## src/hw/rtl/ptc_pkg.sv

```systemverilog
// shared constants, types and codes for the perceptron train/classify block
package ptc_pkg;

  localparam int MAX_DIM    = 32;
  localparam int MIN_DIM    = 2;
  localparam int ADDR_W     = $clog2(MAX_DIM);
  localparam int DIM_W      = 6;
  localparam int CNT_W      = ((ADDR_W > DIM_W) ? ADDR_W : DIM_W) + 1;
  localparam int FEAT_W     = 16;
  localparam int WEIGHT_W   = 32;
  localparam int PROD_W     = FEAT_W + WEIGHT_W;
  localparam int SUM_W      = 48;
  localparam int BAND_W     = 16;
  localparam int CFG_IDX_W  = 1;
  localparam int CFG_DATA_W = 16;

  localparam int DIM_RESET  = 2;
  localparam int BAND_RESET = 1;

  typedef enum logic [CFG_IDX_W-1:0] {
    REG_DIMENSION = 1'b0,
    REG_ZERO_BAND = 1'b1
  } cfg_reg_t;

  typedef enum logic [2:0] {
    ST_IDLE,
    ST_ACC,
    ST_DECIDE,
    ST_UPD,
    ST_UPD_END
  } state_t;

  // controller to datapath
  typedef struct packed {
    logic accept;  // element transaction taken this cycle
    logic acc;     // add registered product into the running sum
    logic push;    // load result register, clear sum and index
    logic walk;    // issue one read of the weight update walk
  } ctl_cmd_t;

  // datapath to controller
  typedef struct packed {
    logic last;         // element just taken closes the vector
    logic out_free;     // result register can take a new result
    logic need_update;  // finished training vector was mispredicted
    logic walk_last;    // walk is issuing its final element
  } ctl_status_t;

endpackage

```

## src/hw/rtl/ptc_ram.sv

```systemverilog
// generic single write port, single read port ram with registered read
module ptc_ram #(
  parameter int WIDTH = 16,
  parameter int DEPTH = 32
) (
  input  logic                     clk,
  input  logic                     we,
  input  logic [$clog2(DEPTH)-1:0] waddr,
  input  logic [WIDTH-1:0]         wdata,
  input  logic [$clog2(DEPTH)-1:0] raddr,
  output logic [WIDTH-1:0]         rdata
);

  logic [WIDTH-1:0] mem [DEPTH];

  always_ff @(posedge clk) begin
    if (we) begin
      mem[waddr] <= wdata;
    end
    rdata <= mem[raddr];
  end

endmodule

```

## src/hw/rtl/ptc_ctrl.sv

```systemverilog
// controller state machine: element sequencing, result hand-off, weight update walk
module ptc_ctrl import ptc_pkg::*; (
  input  logic        clk,
  input  logic        rst,
  input  logic        in_valid,
  output logic        in_ready,
  input  ctl_status_t status,
  output ctl_cmd_t    ctl
);

  state_t state, state_next;

  always_ff @(posedge clk) begin
    if (rst) begin
      state <= ST_IDLE;
    end else begin
      state <= state_next;
    end
  end

  always_comb begin
    state_next = state;
    ctl        = '0;
    in_ready   = 1'b0;
    case (state)
      ST_IDLE: begin
        in_ready = 1'b1;
        if (in_valid) begin
          ctl.accept = 1'b1;
          state_next = ST_ACC;
        end
      end
      ST_ACC: begin
        ctl.acc    = 1'b1;
        state_next = status.last ? ST_DECIDE : ST_IDLE;
      end
      ST_DECIDE: begin
        if (status.out_free) begin
          ctl.push   = 1'b1;
          state_next = status.need_update ? ST_UPD : ST_IDLE;
        end
      end
      ST_UPD: begin
        ctl.walk = 1'b1;
        if (status.walk_last) begin
          state_next = ST_UPD_END;
        end
      end
      ST_UPD_END: begin
        // last write-back retires, weight of element zero is fetched
        state_next = ST_IDLE;
      end
      default: begin
        state_next = ST_IDLE;
      end
    endcase
  end

endmodule

```

## src/hw/rtl/ptc_dp.sv

```systemverilog
// datapath: config registers, buffers, multiply-accumulate, decision and weight update
module ptc_dp import ptc_pkg::*; (
  input  logic                  clk,
  input  logic                  rst,
  input  ctl_cmd_t              ctl,
  output ctl_status_t           status,
  input  logic                  cmd,
  input  logic signed [FEAT_W-1:0] feature_value,
  input  logic                  label_positive,
  output logic                  out_valid,
  input  logic                  out_ready,
  output logic                  tag_positive,
  output logic                  was_training,
  output logic                  weights_updated,
  input  logic                  cfg_valid,
  input  logic [CFG_IDX_W-1:0]  cfg_index,
  input  logic [CFG_DATA_W-1:0] cfg_data
);

  localparam logic signed [SUM_W-1:0] SUM_MAX = {1'b0, {(SUM_W-1){1'b1}}};
  localparam logic signed [SUM_W-1:0] SUM_MIN = {1'b1, {(SUM_W-1){1'b0}}};
  localparam logic signed [WEIGHT_W-1:0] W_MAX = {1'b0, {(WEIGHT_W-1){1'b1}}};
  localparam logic signed [WEIGHT_W-1:0] W_MIN = {1'b1, {(WEIGHT_W-1){1'b0}}};

  logic [DIM_W-1:0]  dim;
  logic [BAND_W-1:0] zero_band;

  logic [ADDR_W-1:0] idx, idx_next;
  logic              last_q;
  logic              is_test;
  logic              label;
  logic signed [SUM_W-1:0]  sum;
  logic signed [PROD_W-1:0] prod;

  logic [ADDR_W-1:0] walk_end;
  logic [ADDR_W-1:0] uc;
  logic              wb_valid;
  logic [ADDR_W-1:0] wb_addr;

  logic [MAX_DIM-1:0] wvalid;
  logic               w_ok;
  logic [ADDR_W-1:0]  rd_addr;
  logic [WEIGHT_W-1:0] w_rdata;
  logic [FEAT_W-1:0]   f_rdata;
  logic signed [WEIGHT_W-1:0] w_cur;
  logic signed [WEIGHT_W-1:0] w_new;
  logic signed [WEIGHT_W:0]   w_ext, f_ext, w_sum;
  logic signed [SUM_W:0]      sum_add;
  logic signed [SUM_W-1:0]    sum_sat;
  logic signed [PROD_W-1:0]   prod_calc;

  logic [CNT_W-1:0] dim_ext, eff_dim, idx_plus;
  logic pred;

  // config transactions
  always_ff @(posedge clk) begin
    if (rst) begin
      dim       <= DIM_W'(DIM_RESET);
      zero_band <= BAND_W'(BAND_RESET);
    end else if (cfg_valid) begin
      case (cfg_index)
        REG_DIMENSION: dim       <= cfg_data[DIM_W-1:0];
        REG_ZERO_BAND: zero_band <= cfg_data[BAND_W-1:0];
        default: ;
      endcase
    end
  end

  // effective dimension, clamped to the supported range
  always_comb begin
    dim_ext = CNT_W'(dim);
    if (dim_ext < CNT_W'(MIN_DIM)) begin
      eff_dim = CNT_W'(MIN_DIM);
    end else if (dim_ext > CNT_W'(MAX_DIM)) begin
      eff_dim = CNT_W'(MAX_DIM);
    end else begin
      eff_dim = dim_ext;
    end
    idx_plus = CNT_W'(idx) + CNT_W'(1);
  end

  // read address tracks the index being loaded so the weight is ready in idle
  always_comb begin
    idx_next = idx;
    if (ctl.push) begin
      idx_next = '0;
    end else if (ctl.acc && !last_q) begin
      idx_next = idx + 1'b1;
    end
    if (rst) begin
      idx_next = '0;
    end
    rd_addr = ctl.walk ? uc : idx_next;
  end

  assign w_cur     = w_ok ? $signed(w_rdata) : '0;
  assign prod_calc = feature_value * w_cur;

  // saturating accumulate
  always_comb begin
    sum_add = {sum[SUM_W-1], sum} + {prod[PROD_W-1], prod};
    if (sum_add[SUM_W] != sum_add[SUM_W-1]) begin
      sum_sat = sum_add[SUM_W] ? SUM_MIN : SUM_MAX;
    end else begin
      sum_sat = sum_add[SUM_W-1:0];
    end
  end

  assign pred = !sum[SUM_W-1] && (sum != '0) &&
                (sum >= $signed({{(SUM_W-BAND_W){1'b0}}, zero_band}));

  // saturating weight update from the buffered feature
  always_comb begin
    w_ext = {w_cur[WEIGHT_W-1], w_cur};
    f_ext = {{(WEIGHT_W+1-FEAT_W){f_rdata[FEAT_W-1]}}, f_rdata};
    w_sum = label ? (w_ext + f_ext) : (w_ext - f_ext);
    if (w_sum[WEIGHT_W] != w_sum[WEIGHT_W-1]) begin
      w_new = w_sum[WEIGHT_W] ? W_MIN : W_MAX;
    end else begin
      w_new = w_sum[WEIGHT_W-1:0];
    end
  end

  always_ff @(posedge clk) begin
    if (rst) begin
      idx       <= '0;
      sum       <= '0;
      last_q    <= 1'b0;
      wb_valid  <= 1'b0;
      w_ok      <= 1'b0;
      wvalid    <= '0;
      out_valid <= 1'b0;
    end else begin
      idx      <= idx_next;
      w_ok     <= wvalid[rd_addr];
      wb_valid <= ctl.walk;
      if (ctl.accept) begin
        last_q <= idx_plus >= eff_dim;
      end
      if (ctl.acc) begin
        sum <= sum_sat;
      end else if (ctl.push) begin
        sum <= '0;
      end
      if (wb_valid) begin
        wvalid[wb_addr] <= 1'b1;
      end
      if (ctl.push) begin
        out_valid <= 1'b1;
      end else if (out_ready) begin
        out_valid <= 1'b0;
      end
    end
  end

  always_ff @(posedge clk) begin
    wb_addr <= uc;
    if (ctl.accept) begin
      prod    <= prod_calc;
      is_test <= cmd;
      label   <= label_positive;
    end
    if (ctl.push) begin
      tag_positive    <= pred;
      was_training    <= !is_test;
      weights_updated <= !is_test && (pred != label);
      walk_end        <= idx;
      uc              <= '0;
    end else if (ctl.walk) begin
      uc <= uc + 1'b1;
    end
  end

  assign status.last        = last_q;
  assign status.out_free    = !out_valid || out_ready;
  assign status.need_update = !is_test && (pred != label);
  assign status.walk_last   = uc == walk_end;

  ptc_ram #(.WIDTH(FEAT_W), .DEPTH(MAX_DIM)) u_vec_buf (
    .clk   (clk),
    .we    (ctl.accept),
    .waddr (idx),
    .wdata (feature_value),
    .raddr (uc),
    .rdata (f_rdata)
  );

  ptc_ram #(.WIDTH(WEIGHT_W), .DEPTH(MAX_DIM)) u_weights (
    .clk   (clk),
    .we    (wb_valid),
    .waddr (wb_addr),
    .wdata (w_new),
    .raddr (rd_addr),
    .rdata (w_rdata)
  );

`ifndef NO_ASSERTIONS
  a_push_free: assert property (@(posedge clk) disable iff (rst)
    ctl.push |-> (!out_valid || out_ready))
    else $error("result pushed over an untaken result");

  a_wb_range: assert property (@(posedge clk) disable iff (rst)
    wb_valid |-> (wb_addr <= walk_end))
    else $error("weight write-back beyond received elements");

  a_no_accept_in_walk: assert property (@(posedge clk) disable iff (rst)
    ctl.accept |-> !wb_valid)
    else $error("element taken while weight write-back pending");

  a_push_clears: assert property (@(posedge clk) disable iff (rst)
    ctl.push |=> (idx == '0) && (sum == '0))
    else $error("sum or index not cleared after result");
`endif

endmodule

```

## src/hw/rtl/perceptron_train_classify.sv

```systemverilog
// top level of the online perceptron train/classify block
// Usage:
//   Feature elements arrive one per transaction on the input channel (in_valid/in_ready)
//   with cmd (0 train, 1 test), feature_value (Q8.8) and label_positive; cmd and label
//   count only on the last element of a vector. The vector length is the dimension
//   register clamped to 2..32. One result per vector leaves on the output channel
//   (out_valid/out_ready): tag_positive, was_training, weights_updated.
//   Config transactions (cfg_valid/cfg_ready, always ready) write register 0
//   (dimension) or 1 (zero band); the user must write them only while the block is idle (not enforced by the block).
// Timing:
//   each element is accepted, then accumulated into the saturating sum in a separate step;
//   the weight for the next element is prefetched from the weight ram during accumulate.
//   After the last element is accumulated, the decide step loads the result register.
//   A mispredicted training vector then walks the vector buffer at one weight per
//   cycle, and an end step retires the last write-back before the next element is taken.
//   A pending untaken result does not block new elements; only the next result
//   waits in the decide step until the output register is free.
// Reset:
//   rst clears the weights through per-entry valid bits (no clearing pass),
//   zeroes the sum and element index, and sets dimension 2 and zero band 1.
module perceptron_train_classify import ptc_pkg::*; (
  input  logic                     clk,
  input  logic                     rst,
  input  logic                     in_valid,
  output logic                     in_ready,
  input  logic                     cmd,
  input  logic signed [FEAT_W-1:0] feature_value,
  input  logic                     label_positive,
  output logic                     out_valid,
  input  logic                     out_ready,
  output logic                     tag_positive,
  output logic                     was_training,
  output logic                     weights_updated,
  input  logic                     cfg_valid,
  output logic                     cfg_ready,
  input  logic [CFG_IDX_W-1:0]     cfg_index,
  input  logic [CFG_DATA_W-1:0]    cfg_data
);

  ctl_cmd_t    ctl;
  ctl_status_t status;

  assign cfg_ready = 1'b1;

  ptc_ctrl u_ctrl (
    .clk      (clk),
    .rst      (rst),
    .in_valid (in_valid),
    .in_ready (in_ready),
    .status   (status),
    .ctl      (ctl)
  );

  ptc_dp u_dp (
    .clk             (clk),
    .rst             (rst),
    .ctl             (ctl),
    .status          (status),
    .cmd             (cmd),
    .feature_value   (feature_value),
    .label_positive  (label_positive),
    .out_valid       (out_valid),
    .out_ready       (out_ready),
    .tag_positive    (tag_positive),
    .was_training    (was_training),
    .weights_updated (weights_updated),
    .cfg_valid       (cfg_valid),
    .cfg_index       (cfg_index),
    .cfg_data        (cfg_data)
  );

endmodule
```

## config.mk

```make
export PLATFORM = sky130hd
export DESIGN_NAME = perceptron_train_classify
export DESIGN_NICKNAME = d
export VERILOG_FILES = /design/src/hw/rtl/ptc_pkg.sv /design/src/hw/rtl/ptc_ram.sv /design/src/hw/rtl/ptc_ctrl.sv /design/src/hw/rtl/ptc_dp.sv /design/src/hw/rtl/perceptron_train_classify.sv
export SDC_FILE = /design/constraint.sdc
export NUM_CORES = 2
export LEC_CHECK = 0
export BUFFER_PORTS_ARGS = -buffer_cell sky130_fd_sc_hd__buf_2
export CORE_ASPECT_RATIO = 0.7
export CORE_MARGIN = 2
export CORE_UTILIZATION = 45
export CTS_CLUSTER_DIAMETER = 80
export DETAILED_ROUTE_END_ITERATION = 10
export GPL_TIMING_DRIVEN = 0
export PLACE_DENSITY_LB_ADDON = 0.08
export SETUP_SLACK_MARGIN = 0.3
export SLEW_MARGIN = 20
export SYNTH_ARGS = -nofsm -noshare
export SYNTH_HDL_FRONTEND = slang
export SYNTH_SLANG_ARGS = --single-unit
```

## constraint.sdc

```tcl
create_clock -name clk -period 10.9 [get_ports clk]
set_input_delay 1.635 -clock clk [delete_from_list [all_inputs] [get_ports clk]]
set_output_delay 1.635 -clock clk [all_outputs]
set_load 0.02 [all_outputs]
```

# Word-level counts from Yosys, hierarchy flattened
# Memories as Yosys holds them, arrays and structs flattened. A register that Yosys moved wholly into a read port is not among the register bits.
# Index checks and enable logic that the tools add are counted.
[op_classes]
add_sub_neg = 6
n_mul = 1
div_mod_pow = 0
n_lt_le_gt_ge = 7
eq_ne = 10
shifts = 0
muxes = 37
bitwise_logic = 2
n_reduce_logical = 17
[ops]
columns = ["op", "n"]
rows = [
  ["48-bit two-way mux", 4],
  ["32-bit two-way mux", 3],
  ["48-bit by 48-bit adder with 49-bit output", 1],
  ["48-bit by 17-bit greater-or-equal comparator with 1-bit output", 1],
  ["16-bit by 32-bit multiplier with 48-bit output", 1],
  ["48-bit nonzero test", 1],
  ["32-bit by 16-bit adder with 33-bit output", 1],
  ["33-bit two-way mux", 1],
  ["32-bit by 16-bit subtractor with 33-bit output", 1],
  ["32-bit OR", 1],
  ["5-bit two-way mux", 4],
  ["1-bit two-way mux", 15],
  ["5-bit by 6-bit < comparator with 1-bit output (second input constant)", 2],
  ["3-bit one-hot mux with 4 select lines", 1],
  ["5-bit by 1-bit adder with 5-bit output (second input constant)", 2],
  ["3-bit two-way mux", 3],
  ["7-bit greater-or-equal comparator", 1],
  ["7-bit two-way mux", 1],
  ["5-bit by 1-bit adder with 6-bit output (second input constant)", 1],
  ["3-bit by 2-bit == test with 1-bit output (second input constant)", 2],
  ["6-bit greater-than comparator (second input constant)", 1],
  ["6-bit by 2-bit < comparator with 1-bit output (second input constant)", 1],
  ["6-bit two-way mux", 1],
  ["2-bit != test (second input constant)", 3],
  ["other kinds (15)", 27],
]
[totals]
register_bits = 182
latchBits = 0
ramBits = 1536
romBits = 0
in_bits = 40
out_inout_bits = 6
wordCells = 101
mem_count = 2
[memory_table]
columns = ["name", "words", "width", "read_ports", "rd_clocked_by_memory_dff", "write_ports", "line", "text"]
rows = [
  ["u_dp.u_weights.mem", 32, 32, 1, 1, 1, "ptc_ram.sv:14", "logic [WIDTH-1:0] mem [DEPTH];"],
  ["u_dp.u_vec_buf.mem", 32, 16, 1, 1, 1, "ptc_ram.sv:14", ""],
]

# Depth between registers and ports, before layout
[logic_depth]
depth_word = 9
ltp_mapped = 28
mapped_depth_nobuf = 25

# By module
# A second synthesis with hierarchy kept.
[hier_totals]
hier_cells = 6980
hier_area_um2 = 91367.6
[modules_own_cells]
columns = ["module", "n_inst", "cells_per_inst", "area_each_um2"]
rows = [
  ["ptc_ram at u_dp.u_weights", 1, 2260, 40485.1],
  ["ptc_dp", 1, 3553, 30132.6],
  ["ptc_ram at u_dp.u_vec_buf", 1, 1143, 20535.9],
  ["ptc_ctrl", 1, 22, 202.7],
  ["perceptron_train_classify", 1, 2, 11.3],
]

# Least setup slack after synthesis
# Ideal clock, no wire load.
[synth_timing]
path_type = "in2reg"
start = "in feature_value[7]"
end = "reg u_dp.prod[33] (data pin)"
arrival_ns = 7.359
slack_ns = 3.277
cell_stages = 24
path_cell_list = "clkbuf_1 nand2_1 fa_1 inv_1 fa_1 inv_1 fa_1 inv_1 fa_1 fa_1 inv_1 fa_1 inv_1 ha_1 a211o_1 a21oi_1 nor2b_1 o311ai_1 a211oi_1 o21ai_0 nand2b_1 a21o_1 a221oi_1 xnor2_1"
[synth_via]
elab_chain_len = 1
[synth_lines]
columns = ["element", "line", "text"]
rows = [
  ["start: declaration", "perceptron_train_classify.sv:27", "input logic signed [FEAT_W-1:0] feature_value,"],
  ["16-bit by 32-bit multiplier with 48-bit output", "ptc_dp.sv:97", "assign prod_calc = feature_value * w_cur;"],
  ["net u_dp.prod_calc[33]", "ptc_dp.sv:50", "logic signed [PROD_W-1:0] prod_calc;"],
  ["end signal: assignment", "ptc_dp.sv:159", "prod <= prod_calc;"],
  ["end: declaration", "ptc_dp.sv:33", "logic signed [PROD_W-1:0] prod;"],
]
# The timed path passes the listed nets, and every way through them passes these cells.
# A chain may end at the register's enable or synchronous reset.

# Worst setup path in the final report
[layout_timing]
start = "reg u_dp.w_ok"
end = "reg u_dp.prod[33] (data pin)"
[layout_via]
elab_chain_len = 2
[layout_lines]
columns = ["element", "line", "text"]
rows = [
  ["start: declaration", "ptc_dp.sv:41", "logic w_ok;"],
  ["start signal: assignment", "ptc_dp.sv:135", "w_ok <= wvalid[rd_addr];"],
  ["32-bit two-way mux", "ptc_dp.sv:96", "assign w_cur = w_ok ? $signed(w_rdata) : '0;"],
  ["16-bit by 32-bit multiplier with 48-bit output", "ptc_dp.sv:97", ""],
  ["net u_dp.prod_calc[33]", "ptc_dp.sv:50", ""],
]
# The timed path passes the listed nets, and every way through them passes these cells.

==> metrics.cfg <==
[setup_path]
cp-end-kind = flip-flop
worst-r2r-cell-count = 27
cp.arrival_ns = 9.94
startpoint_type = flip-flop
cp.required_ns = 11.39
critPathMaxFanout = 10
path_class = flip-flop to flip-flop

[synth]
synth_cells = 7367
synth_nets = 8119
ys.warnings.count = 0
seq_area_frac_synth = 0.563
synth_top_area_cell = edfxtp_1
synth_edf_count = 1594
synth_cell_type_count = 91
async_flop_share = 0
synth_seq_cells = 1766
synth.area.top_cells = edfxtp_1 53%, fa_1 11%, nand2_1 6.3%
synth-main-ff-cell = edfxtp_1
synthesis.area_sq_um = 91100
synth_top_area_share = 0.526
syn_area_per_cell_sq_um = 12.4

[drt]
totalWireLength_um = 307000
wire_per_inst_um = 29.2
via_count = 61400
ant_nets = 0
vias_per_cell = 5.84
drc = 0
first_pass_iters = 6
drt_iter0_markers = 8196

[sta]
min_period_ns = 9.45
finalSetupViolations = 0
hold_violations = 0
fmax_mhz = 106
slew_violations = 0
tns_ns = 0
grt_setup_unrepaired = no
worst_pin_slew_ns = 1.41
fin_crit_sh = 0.867
max-slew-margin-rel = 0.0541
fin_skew_ns = 0.109

[placed_design]
dp.cells = 10200
dp_hpwl_um = 231000
gp_congestion = 0.976
port_buffers = 44
placed_area_sq_um = 97600

[pwr]
powerDensity_nw_per_um2 = 207
ir_worst_vdd_uv = 249
leakage_nw = 39.2

[clock_tree]
clock_path_buffers = 4
postCtsHoldBufs = 0
cts_made_buffers = 183
cts_tree = done
h-tree-depth = 4
clock-root-buffer = clkbuf_16
post_cts_buffers = 0
clk_pin_slew_ns = 0.07
clock_latency_ns = 0.86
clock_sinks = 1766
cts_resized = 0

[floorplan]
die_w_um = 542
core_area_sq_um = 202000
num_rows = 138
floorplan.die.height_um = 380
io_pins = 46
die-area_sq_um = 206000
start_util = 0.452

[cells_and_area]
nNetsFinal = 8464
fill_cells = 17500
final_cell_mix = 1,594 x edfxtp_1, 1,533 x nand2_1, 618 x inv_1, 488 x fa_1, 380 x and3_1
fin_cells = 10500
layout_commonest_cell = edfxtp_1
drive_gt1_frac = 0.113
final_core_util = 0.513
area_growth_syn_to_layout_pct = 13.7
fin_area_sq_um = 103000
multi_input_area_sq_um = 36500
ff_latch_area_sq_um = 51300

[global_routing]
grt_max_degree = 52
grt_pass1_vias = 58800
antenna_found_initial = 31
grtUsageTotal = 0.297
overflow = 0
grt_pass1_wl_um = 437000

[outcome]
status = completed

[worst_hold_path]
hold_path_depth = 0
hold_path_class = flip-flop to flip-flop

[run]
drv.max_cap_violation_count = 0

## final cells by class
| type | instances | area share |
|---|---|---|
| Timing Repair Buffer | 160 | 0.0235 |
| Inverter | 621 | 0.0225 |
| Buffer | 430 | 0.0179 |
| Tap cell | 2660 | 0.0322 |
| Clock buffer | 230 | 0.0474 |
| Antenna cell | 8 | 0.000193 |
| Multi-Input combinational cell | 4550 | 0.353 |
| Sequential cell | 1766 | 0.496 |
| Clock inverter | 99 | 0.00788 |
## where the power goes
part           switching, mW  leakage, nW  internal [mW]
clock                   2.70         2.81           3.42
sequential             0.229         15.8           8.51
combinational           4.43         20.6           2.17
## sequential cells by signal (all words and copies together) (netlist names), 3 cells and up
register and flops:
u_ctrl.state 3, u_dp.dim 6, u_dp.idx 5, u_dp.prod 48, u_dp.sum 48, u_dp.u_vec_buf.mem 512, u_dp.u_vec_buf.rdata 16, u_dp.u_weights.mem 1024
u_dp.u_weights.rdata 32, u_dp.uc 5, u_dp.walk_end 5, u_dp.wb_addr 5, u_dp.wvalid 32, u_dp.zero_band 16
## final timing paths
check	slack (ns)	end	from
max reg2reg	1.45	u_dp.prod[33]	u_dp.w_ok
min reg2reg	0.36	u_dp.wb_addr[4]	u_dp.uc[4]
min	0.36	u_dp.wb_addr[4]	u_dp.uc[4]
max	1.45	u_dp.prod[33]	u_dp.w_ok
## cells by family after synthesis
group                      after synthesis  synth area share
AOI/OAI and AO/OA                      822            0.0632
xor gates and xnor gates               157            0.0151
adders and majority gates              720             0.139
buffers and inverters                 1051            0.0457
DFF                                   1766             0.563
muxes                                  189            0.0431
other                                    1         0.0000412
and+or+nand+nor                       2661             0.131
## critical path, cell delays in order, from the launching register on
cell and delay [ns]:
dfxtp_1 0.33, clkbuf_1 0.73, clkbuf_1 0.59, and2_1 0.22, clkbuf_1 0.62, nand2_1 0.18
fa_1 0.56, inv_1 0.05, fa_1 0.52, inv_1 0.07, fa_1 0.58, inv_1 0.06
fa_1 0.46, fa_1 0.49, inv_1 0.05, fa_1 0.47, inv_1 0.04, ha_1 0.35
a211o_1 0.33, a21oi_1 0.21, nor2b_1 0.08, o311ai_1 0.62, a211oi_1 0.18, o21ai_0 0.37
nand2b_1 0.10, a21o_1 0.21, a221oi_1 0.41, xnor2_1 0.20
## layer usage
| layer | global-route usage | vias up | part of all wire |
|---|---|---|---|
| met2 | 0.415 | 3040 | 0.41 |
| met3 | 0.0674 | 516 | 0.10 |
| met5 | 0 | - | 0.00020 |
| met1 | 0.451 | 31100 | 0.44 |
| li1 | - | 26800 | - |
| met4 | 0.108 | 10 | 0.040 |
## through the flow
stage	hold slack (ns)	worst slack [ns]	power, mW
3_5_place_dp	0.343	0.823	15.4
5_1_grt	0.361	1.10	22.1
4_1_cts	0.352	1.48	21.4
2_1_floorplan	0.329	3.28	12.0
3_3_place_gp	0.337	-0.141	14.7
6_report	0.355	1.45	21.5
## cells in the mapped netlist (all sizes together), types with 6 or more instances
cell	instances
edfxtp	1594
mux2	20
o21ai	131
xor2	62
nor2b	17
mux2i	9
xnor2	95
nand3	231
nand2b	33
a211oi	52
ha	224
and3	380
maj3	8
a21oi	188
a31oi	51
o21bai	16
a211o	7
a311oi	233
fa	488
nor2	275
mux4	160
and2	42
nor3	28
o21a	20
a221o	7
nand4	20
a21o	52
clkbuf	305
inv	619
nand3b	11
o31ai	11
or3	9
dfxtp	172
nor4	48
or2	12
nand2	1533
and4	6
o2111ai	6
buf	125
Power figures use the tool's default switching activity.
